==> src/ipv4dq_pkg.sv <==
// ipv4dq_pkg: shared types, character codes and error codes for the dotted-quad validator
// used by ipv4dq_close and ipv4_dotted_quad_validator_core; no dependencies
`default_nettype none

package ipv4dq_pkg;

  // character codes
  localparam logic [7:0] CH_DOT  = 8'd46;
  localparam logic [7:0] CH_ZERO = 8'd48;
  localparam logic [7:0] CH_ONE  = 8'd49;
  localparam logic [7:0] CH_NINE = 8'd57;

  // cell checks and saturation limits
  localparam logic [3:0] BINARY_MIN_LEN = 4'd3;
  localparam logic [8:0] VALUE_SAT      = 9'd511;
  localparam logic [3:0] LENGTH_SAT     = 4'd15;
  localparam logic [2:0] COUNT_SAT      = 3'd7;

  // error codes
  localparam logic [2:0] ERR_NONE     = 3'd0;
  localparam logic [2:0] ERR_LEADZERO = 3'd1;
  localparam logic [2:0] ERR_BINARY   = 3'd2;
  localparam logic [2:0] ERR_RANGE    = 3'd3;
  localparam logic [2:0] ERR_SEP      = 3'd4;
  localparam logic [2:0] ERR_EMPTY    = 3'd5;
  localparam logic [2:0] ERR_TOO_MANY = 3'd6;
  localparam logic [2:0] ERR_TOO_FEW  = 3'd7;

  // configuration register indexes
  localparam int unsigned CFG_IDX_W = 2;
  localparam logic [CFG_IDX_W-1:0] CFG_MAX_CELL_VALUE = 2'd0;
  localparam logic [CFG_IDX_W-1:0] CFG_CELLS_EXPECTED = 2'd1;

  localparam logic [7:0] MAX_CELL_VALUE_RST = 8'd255;
  localparam logic [2:0] CELLS_EXPECTED_RST = 3'd4;

  // state of the cell being collected
  typedef struct packed {
    logic [8:0] value;
    logic [3:0] length;
    logic       starts_zero;
    logic       all_binary;
  } cell_t;

  // per-string tally of cells and first error
  typedef struct packed {
    logic [2:0] seen;
    logic       over;
    logic [2:0] err;
    logic [2:0] err_cell;
  } tally_t;

  localparam cell_t CELL_RST = '{
    value: 9'd0, length: 4'd0, starts_zero: 1'b0, all_binary: 1'b1
  };

  localparam tally_t TALLY_RST = '{
    seen: 3'd0, over: 1'b0, err: ERR_NONE, err_cell: 3'd0
  };

endpackage

`default_nettype wire

==> src/ipv4dq_close.sv <==
// ipv4dq_close: checks one closing cell and updates the cell count and first error
// depends on ipv4dq_pkg
`default_nettype none

module ipv4dq_close (
  input  var ipv4dq_pkg::cell_t  cell_i,
  input  var ipv4dq_pkg::tally_t tally_i,
  input  wire                    check_sep_i,
  input  wire [7:0]              ch_i,
  input  wire [7:0]              max_cell_value_i,
  output ipv4dq_pkg::tally_t     tally_o
);

  logic [2:0] seen_inc;
  logic [2:0] code;

  // saturating cell count
  assign seen_inc = (tally_i.seen < ipv4dq_pkg::COUNT_SAT) ? tally_i.seen + 3'd1
                                                          : tally_i.seen;

  // first failing check in priority order
  always_comb begin
    priority if (check_sep_i && (ch_i != ipv4dq_pkg::CH_DOT)) begin
      code = ipv4dq_pkg::ERR_SEP;
    end else if (cell_i.length == 4'd0) begin
      code = ipv4dq_pkg::ERR_EMPTY;
    end else if (cell_i.starts_zero && (cell_i.length > 4'd1)) begin
      code = ipv4dq_pkg::ERR_LEADZERO;
    end else if (cell_i.all_binary && (cell_i.length > ipv4dq_pkg::BINARY_MIN_LEN)) begin
      code = ipv4dq_pkg::ERR_BINARY;
    end else if (cell_i.value > {1'b0, max_cell_value_i}) begin
      code = ipv4dq_pkg::ERR_RANGE;
    end else begin
      code = ipv4dq_pkg::ERR_NONE;
    end
  end

  // keep only the first error of the string
  always_comb begin
    tally_o      = tally_i;
    tally_o.seen = seen_inc;
    tally_o.over = tally_i.over | (tally_i.seen == ipv4dq_pkg::COUNT_SAT);
    if ((tally_i.err == ipv4dq_pkg::ERR_NONE) && (code != ipv4dq_pkg::ERR_NONE)) begin
      tally_o.err      = code;
      tally_o.err_cell = seen_inc;
    end
  end

endmodule

`default_nettype wire

==> src/ipv4_dotted_quad_validator_core.sv <==
// ipv4_dotted_quad_validator_core: character-stream dotted address validator, top level
// depends on ipv4dq_pkg and ipv4dq_close
//
//  channel   dir  payload                                          transaction
//  s_axis    in   tdata[7:0] ch, tlast last                        one character
//  m_axis    out  tdata valid_res, error_code, error_cell, total   one result per string
//  cfg       in   cfg_index_i register index, cfg_data_i value     one register write
//
// one character per cycle: the cell accumulate, both cell closes and the count
// check sit between the state registers and the result register
// a result appears in the cycle after the character that carries tlast
// reset restores max_cell_value 255 and cells_expected 4 and clears the string state
// s_axis_tready drops only while a result is held and m_axis_tready is low
`default_nettype none

module ipv4_dotted_quad_validator_core (
  input  wire                              clk_i,
  input  wire                              rst_ni,
  // input stream
  input  wire                              s_axis_tvalid,
  output logic                             s_axis_tready,
  input  wire [7:0]                        s_axis_tdata,   // [7:0] ch
  input  wire                              s_axis_tlast,
  // result stream
  output logic                             m_axis_tvalid,
  input  wire                              m_axis_tready,
  output logic [15:0]                      m_axis_tdata,   // [0] valid_res, [3:1] error_code,
                                                           // [6:4] error_cell, [9:7] cell_total
  // configuration writes
  input  wire                              cfg_valid_i,
  output logic                             cfg_ready_o,
  input  wire [ipv4dq_pkg::CFG_IDX_W-1:0]  cfg_index_i,
  input  wire [7:0]                        cfg_data_i
);

  logic [7:0] max_cell_value_q;
  logic [2:0] cells_expected_q;

  ipv4dq_pkg::cell_t  cell_q, cell_d, cell_add, cell_mid;
  ipv4dq_pkg::tally_t tally_q, tally_d, tally_close0, tally_mid, tally_close1, tally_end;

  logic        in_accept;
  logic        is_digit;
  logic [12:0] acc_full;
  logic        out_valid_q;
  logic        res_valid_q;
  logic [2:0]  res_code_q;
  logic [2:0]  res_cell_q;
  logic [2:0]  res_total_q;

  assign in_accept     = s_axis_tvalid & s_axis_tready;
  assign s_axis_tready = ~out_valid_q | m_axis_tready;
  assign cfg_ready_o   = 1'b1;

  // configuration registers
  always_ff @(posedge clk_i or negedge rst_ni) begin
    if (!rst_ni) begin
      max_cell_value_q <= ipv4dq_pkg::MAX_CELL_VALUE_RST;
      cells_expected_q <= ipv4dq_pkg::CELLS_EXPECTED_RST;
    end else if (cfg_valid_i) begin
      unique case (cfg_index_i)
        ipv4dq_pkg::CFG_MAX_CELL_VALUE: max_cell_value_q <= cfg_data_i;
        ipv4dq_pkg::CFG_CELLS_EXPECTED: cells_expected_q <= cfg_data_i[2:0];
        default: ;
      endcase
    end
  end

  assign is_digit = (s_axis_tdata >= ipv4dq_pkg::CH_ZERO) &&
                    (s_axis_tdata <= ipv4dq_pkg::CH_NINE);

  // digit accumulate with saturation
  assign acc_full = {4'd0, cell_q.value} * 13'd10 + {9'd0, s_axis_tdata[3:0]};

  always_comb begin
    cell_add = cell_q;
    cell_add.value = (acc_full > {4'd0, ipv4dq_pkg::VALUE_SAT}) ? ipv4dq_pkg::VALUE_SAT
                                                               : acc_full[8:0];
    if ((cell_q.length == 4'd0) && (s_axis_tdata == ipv4dq_pkg::CH_ZERO)) begin
      cell_add.starts_zero = 1'b1;
    end
    if ((s_axis_tdata != ipv4dq_pkg::CH_ZERO) && (s_axis_tdata != ipv4dq_pkg::CH_ONE)) begin
      cell_add.all_binary = 1'b0;
    end
    if (cell_q.length < ipv4dq_pkg::LENGTH_SAT) begin
      cell_add.length = cell_q.length + 4'd1;
    end
  end

  // close on a separator character
  ipv4dq_close u_close_sep (
    .cell_i           (cell_q),
    .tally_i          (tally_q),
    .check_sep_i      (1'b1),
    .ch_i             (s_axis_tdata),
    .max_cell_value_i (max_cell_value_q),
    .tally_o          (tally_close0)
  );

  assign cell_mid  = is_digit ? cell_add : ipv4dq_pkg::CELL_RST;
  assign tally_mid = is_digit ? tally_q  : tally_close0;

  // close at the end of the string
  ipv4dq_close u_close_end (
    .cell_i           (cell_mid),
    .tally_i          (tally_mid),
    .check_sep_i      (1'b0),
    .ch_i             (s_axis_tdata),
    .max_cell_value_i (max_cell_value_q),
    .tally_o          (tally_close1)
  );

  // cell count check
  always_comb begin
    tally_end = tally_close1;
    if (tally_close1.err == ipv4dq_pkg::ERR_NONE) begin
      priority if (tally_close1.over || (tally_close1.seen > cells_expected_q)) begin
        tally_end.err      = ipv4dq_pkg::ERR_TOO_MANY;
        tally_end.err_cell = tally_close1.seen;
      end else if (tally_close1.seen < cells_expected_q) begin
        tally_end.err      = ipv4dq_pkg::ERR_TOO_FEW;
        tally_end.err_cell = tally_close1.seen;
      end else begin
        tally_end.err      = ipv4dq_pkg::ERR_NONE;
      end
    end
  end

  assign cell_d  = s_axis_tlast ? ipv4dq_pkg::CELL_RST  : cell_mid;
  assign tally_d = s_axis_tlast ? ipv4dq_pkg::TALLY_RST : tally_mid;

  // string state
  always_ff @(posedge clk_i or negedge rst_ni) begin
    if (!rst_ni) begin
      cell_q  <= ipv4dq_pkg::CELL_RST;
      tally_q <= ipv4dq_pkg::TALLY_RST;
    end else if (in_accept) begin
      cell_q  <= cell_d;
      tally_q <= tally_d;
    end
  end

  // result valid flag
  always_ff @(posedge clk_i or negedge rst_ni) begin
    if (!rst_ni) begin
      out_valid_q <= 1'b0;
    end else if (in_accept && s_axis_tlast) begin
      out_valid_q <= 1'b1;
    end else if (m_axis_tready) begin
      out_valid_q <= 1'b0;
    end
  end

  // result payload
  always_ff @(posedge clk_i) begin
    if (in_accept && s_axis_tlast) begin
      res_valid_q <= (tally_end.err == ipv4dq_pkg::ERR_NONE);
      res_code_q  <= tally_end.err;
      res_cell_q  <= tally_end.err_cell;
      res_total_q <= tally_end.seen;
    end
  end

  assign m_axis_tvalid = out_valid_q;
  assign m_axis_tdata  = {6'd0, res_total_q, res_cell_q, res_code_q, res_valid_q};

endmodule

`default_nettype wire

==> config.mk <==
export PLATFORM = sky130hd
export DESIGN_NAME = ipv4_dotted_quad_validator_core
export DESIGN_NICKNAME = d
export VERILOG_FILES = /design/src/ipv4dq_pkg.sv /design/src/ipv4dq_close.sv /design/src/ipv4_dotted_quad_validator_core.sv
export SDC_FILE = /design/constraint.sdc
export NUM_CORES = 1
export LEC_CHECK = 0
export BUFFER_PORTS_ARGS = -buffer_cell sky130_fd_sc_hd__buf_2
export CAP_MARGIN = 20
export CORE_MARGIN = 2
export CORE_UTILIZATION = 45
export CTS_CLUSTER_SIZE = 24
export DETAILED_ROUTE_END_ITERATION = 10
export HOLD_SLACK_MARGIN = 0.12
export SETUP_SLACK_MARGIN = 0.5
export SKIP_CTS_REPAIR_TIMING = 1
export SLEW_MARGIN = 20
export SYNTH_ARGS = -nofsm -noshare
export SYNTH_HDL_FRONTEND = slang
export SYNTH_SLANG_ARGS = --single-unit
==> constraint.sdc <==
create_clock -name clk_i -period 9.95 [get_ports clk_i]
set_input_delay 0.995 -clock clk_i [delete_from_list [all_inputs] [get_ports clk_i]]
set_output_delay 0.995 -clock clk_i [all_outputs]
set_load 0.01 [all_outputs]
==> After elaboration in Yosys (flattened, before gate mapping) <==
Cells that the tools add are included.
{ "op_classes": {"reduce_logical": 23, "eq_ne": 7, "n_mux": 27, "multipliers": 1, "n_bitwise": 5, "order_cmp": 14, "n_addsub": 4} }
{ "ops": {"columns": ["cell", "n"], "rows": [
  ["$mux W3", 11],
  ["$mux W15", 2],
  ["$mux W6", 4],
  ["$ne A8 B6 Y1 const B", 3],
  ["$mux W10", 2],
  ["$gt A9 B8 Y1", 2],
  ["$add A13 B4 Y13", 1],
  ["$gt A13 B9 Y1 const B", 1],
  ["$logic_not A3 Y1", 4],
  ["$mul A9 B3 Y12 const B", 1],
  ["$logic_and A1 B1 Y1", 10],
  ["$mux W9", 1],
  ["$eq A8 B6 Y1 const B", 1],
  ["$ge A8 B6 Y1 const B", 1],
  ["$gt A4 B1 Y1 const B", 2],
  ["$gt A4 B2 Y1 const B", 2],
  ["$le A8 B6 Y1 const B", 1],
  ["$logic_not A4 Y1", 2],
  ["$add A3 B1 Y3 const B", 2],
  ["$eq A3 B3 Y1 const B", 2],
  ["$lt A3 B3 Y1 const B", 2],
  ["$reduce_bool A3 Y1", 2],
  ["$add A4 B1 Y4 const B", 1],
  ["$lt A4 B4 Y1 const B", 1],
  ["other kinds (13)", 20]
]} }
{ "totals": {"wordCells": 96, "output_inout_bits": 19, "in_bits": 24, "reg_bits": 47} }

==> Logic depth before layout (Yosys ltp) <==
{ "logic_depth": {"ltp_word": 17, "mapped_depth": 18, "depth_no_buf": 18} }

==> Cells and area by module <==
Synthesis repeated with hierarchy kept, for this count alone.
{ "unflattened": {"hier_cells": 368, "hier_area_um2": 3762.4} }
{ "modules_own_cells": {"columns": ["mod", "cells_per_inst", "area_each_um2", "seq_area_each_um2", "n_inst"], "rows": [
  ["ipv4_dotted_quad_validator_core", 250, 2851.5, 1238.7, 1],
  ["ipv4dq_close", 59, 455.4, 0.0, 2]
]} }

==> Worst setup path before layout <==
Ideal clock, no wire load.
{ "synth_path": {"path_kind": "in2reg", "start": "in s_axis_tdata[1]", "end": "reg res_cell_q[1] (data pin)", "path_stages": 17, "t_required_ns": 9.690, "n_path_buf": 0, "path_slack_ns": 5.439, "setup_ns": 0.260, "arrival_time_ns": 4.251, "path_cell_list": "ha_1 > fa_1 > and2_1 > o2111ai_1 > nor3b_1 > and4_1 > o21bai_2 > nand2b_1 > nor2b_1 > ha_1 > o21a_1 > o21a_1 > o22ai_1 > a31o_2 > and3_2 > a41oi_4 > mux2_4"} }
{ "synth_lines": {"columns": ["element", "line_no", "rtl"], "rows": [
  ["from (decl)", "ipv4_dotted_quad_validator_core.sv:22", "input wire [7:0] s_axis_tdata,"],
  ["to (signal assigned)", "ipv4_dotted_quad_validator_core.sv:159", "res_cell_q <= tally_end.err_cell;"],
  ["to (decl)", "ipv4_dotted_quad_validator_core.sv:48", "logic [2:0] res_cell_q;"]
]} }

==> metrics <==
outcome=completed; CP max stage cell=dfrtp_1; Ports=43; drt wl/cell=15.7 um; # rows=32; Die X=94.2 um; pin count of the biggest net entering global routing=38; worst slew pin tran=0.894 ns; Die H=94.2 um; CP endpoint kind=register; Hold Crit Class=reg -> reg; CTS sink count=47; Setup violations, final=0; CTS HTree Levels=2; total number of vias=2938; slowest stage delay, CP=0.48 ns; gp weighted congestion=0.920; CORE AREA=7810 sq um; Max Clock Freq=0.208 GHz; first-pass GRT wire length=14200 um; final WL=8410 um; # Max-Cap Violations=0; leading cell type in the layout, fill and taps excluded=ha_1; Post-Synthesis Cells=399; CTS Root Cell=clkbuf_8; Synth Area per Inst=9.17 sq um; register area share after synthesis=33.9%; CP dominant cell by count=ha_1; Clock Latency Late Sink=0.30 ns; EDFF count, synth=10; Cell Area, Synth=3660 sq um; share of layout cells above drive strength 1=18.4%; startpoint types=register; Die ar.=8870 sq um; worst ir drop on vdd=0.0765 mV; DPL Wire Length=6560 um; Layout Nets=504; vias in the first global route=2812; DRT iter0 DRCs=133; critical path, cell by cell=ha_1, ha_1, fa_1, xor2_1, nand3_1, or2_2, and4_1, o21bai_2, nand2b_1, nor2b_1, ha_1, o21a_1, o21a_1, o22ai_1, a31o_2, and3_2, a41oi_4, mux2_4; Setup TNS Final=0 ns; drt pass-1 iters=4; worst-path fanout max=8; static leakage=1.88 nW; Clk pin slew, worst setup/hold paths=0.09 ns; Bufs and invs on worst path=0; Fin. Hold Viols=0; unrepaired setup endpoints after global routing=no; Power Dens Cells=120 nW/um^2; total track usage=20.5%; Post-route DRC=0; vias per inst=5.47; Layout Area Growth over Synthesis=9.44%; Max clock buf depth=2; Hold WS=0.509 ns; TritonCTS Buffers=5; antenna diode count=0; I/O Buffers=35; Multi-input gate area=2250 sq um; Sequential cell area=1240 sq um; worst setup path class=reg -> reg; clk_skew=0.00861 ns; fillers=761; #FFs+latches synth=47; total gr overflow=0; initial antenna violation count=0; Tmin final=4.80 ns; Netlist cell types=74; most frequent cells in the layout=44 x ha_1, 42 x nand2_1, 36 x nor2_1, 35 x buf_2, 28 x inv_1; Top FF cell, synth=dfrtp_1; Pins Over Slew Limit=0; async set-reset flop share out of synthesis=78.7%; Tcrit/Tclk final=48.2%; Slew headroom=40.4%; CP Data Required Time=10.01 ns; Starting Density=46.9%; Synth Warn #=0; CTS tree=done; top cell family by delay on the critical path=adder cells; post-route ant nets=0; CP arrival=4.86 ns
cells in the mapped netlist (all sizes together) (6+ instances only):
cell,instances,area share [%]
nor2b,6,1.0
or2,8,1.4
mux2,6,2.1
inv,28,2.9
clkbuf,6,0.62
mux2i,6,1.6
o21ai,32,4.5
and2,6,1.1
nor2,37,4.0
buf,8,1.6
nand4,7,1.2
ha,44,15
a21oi,13,1.8
dfrtp,27,18
nand2,42,4.3
dfstp,10,7.2
edfxtp,10,8.2
worst register-to-register path: stages (launching register included):
cell      delay, ns
dfrtp_1        0.48
ha_1           0.33
ha_1           0.22
fa_1           0.42
xor2_1         0.27
nand3_1        0.14
or2_2          0.31
and4_1         0.21
o21bai_2       0.26
nand2b_1       0.19
nor2b_1        0.15
ha_1           0.25
o21a_1         0.19
o21a_1         0.16
o22ai_1        0.14
a31o_2         0.16
and3_2         0.21
a41oi_4        0.14
mux2_4         0.32
where the power goes:
part | internal, mW | switching, mW
combinational | 0.0523 | 0.0752
sequential | 0.221 | 0.0103
clock | 0.0562 | 0.0656
state kept, by name (all words and copies together) (netlist names):
signal,count
tally_q,10
max_cell_value_q,8
res_valid_q,1
cell_q,15
cells_expected_q,3
res_code_q,3
res_cell_q,3
res_total_q,3
m_axis_tvalid,1
final timing paths:
kind	slack, ns	start	depth (start not counted)	endpoint
min reg2reg	0.51	tally_q[6]	2	tally_q[6]
max	5.15	cell_q[7]	18	res_cell_q[1]
max in group asynchronous	8.58	rst_ni	1	tally_q[0]
max reg2reg	5.15	cell_q[7]	18	res_cell_q[1]
min in group asynchronous	0.82	rst_ni	1	tally_q[4]
min	0.51	tally_q[6]	2	tally_q[6]
layout make-up:
type                    count  share of cell area [%]
clock buffers               7                    2.16
clock inverters             1                   0.125
inverters                  28                    2.63
multi-input cells         315                    56.2
flip-flops and latches     47                    30.9
well taps                 102                    3.19
repair buffers             37                    4.75
stage by stage:
step / utilization (%) / std cells / power, mW / setup WS [ns] / area [sq um]
finish: 51.3 / 537 / 0.480 / 5.15 / 4000
global route: 51.3 / 537 / 0.515 / 4.84 / 4000
CTS: 51.3 / 537 / 0.487 / 5.16 / 4000
detailed placement: 50.1 / 529 / 0.363 / 5.02 / 3910
global placement: 50.1 / 529 / 0.360 / 5.05 / 3910
floorplan: - / 404 / 0.325 / 5.44 / 3680
layer usage:
| metal | track usage (%) | wire (um) | vias to the layer above |
|---|---|---|---|
| li1 | - | - | 1513 |
| met1 | 31.2 | 4450 | 1363 |
| met2 | 30.6 | 3570 | 58 |
| met3 | 4.09 | 330 | 4 |
| met4 | 3.02 | 54 | 0 |
| met5 | 0 | 0 | - |
cells by family (layout without fill, tap and decap cells):
group	Yosys count	after routing	share of synthesized area [%]
compound gates	101	101	19.5
xor+xnor	4	4	0.958
fa+ha+maj	46	46	16.1
buf+inv	42	73	5.13
flops	47	47	33.9
mux	12	12	3.69
other cells	2	7	0.205
simple gates	145	145	20.6
Power figures use the tool's default switching activity.
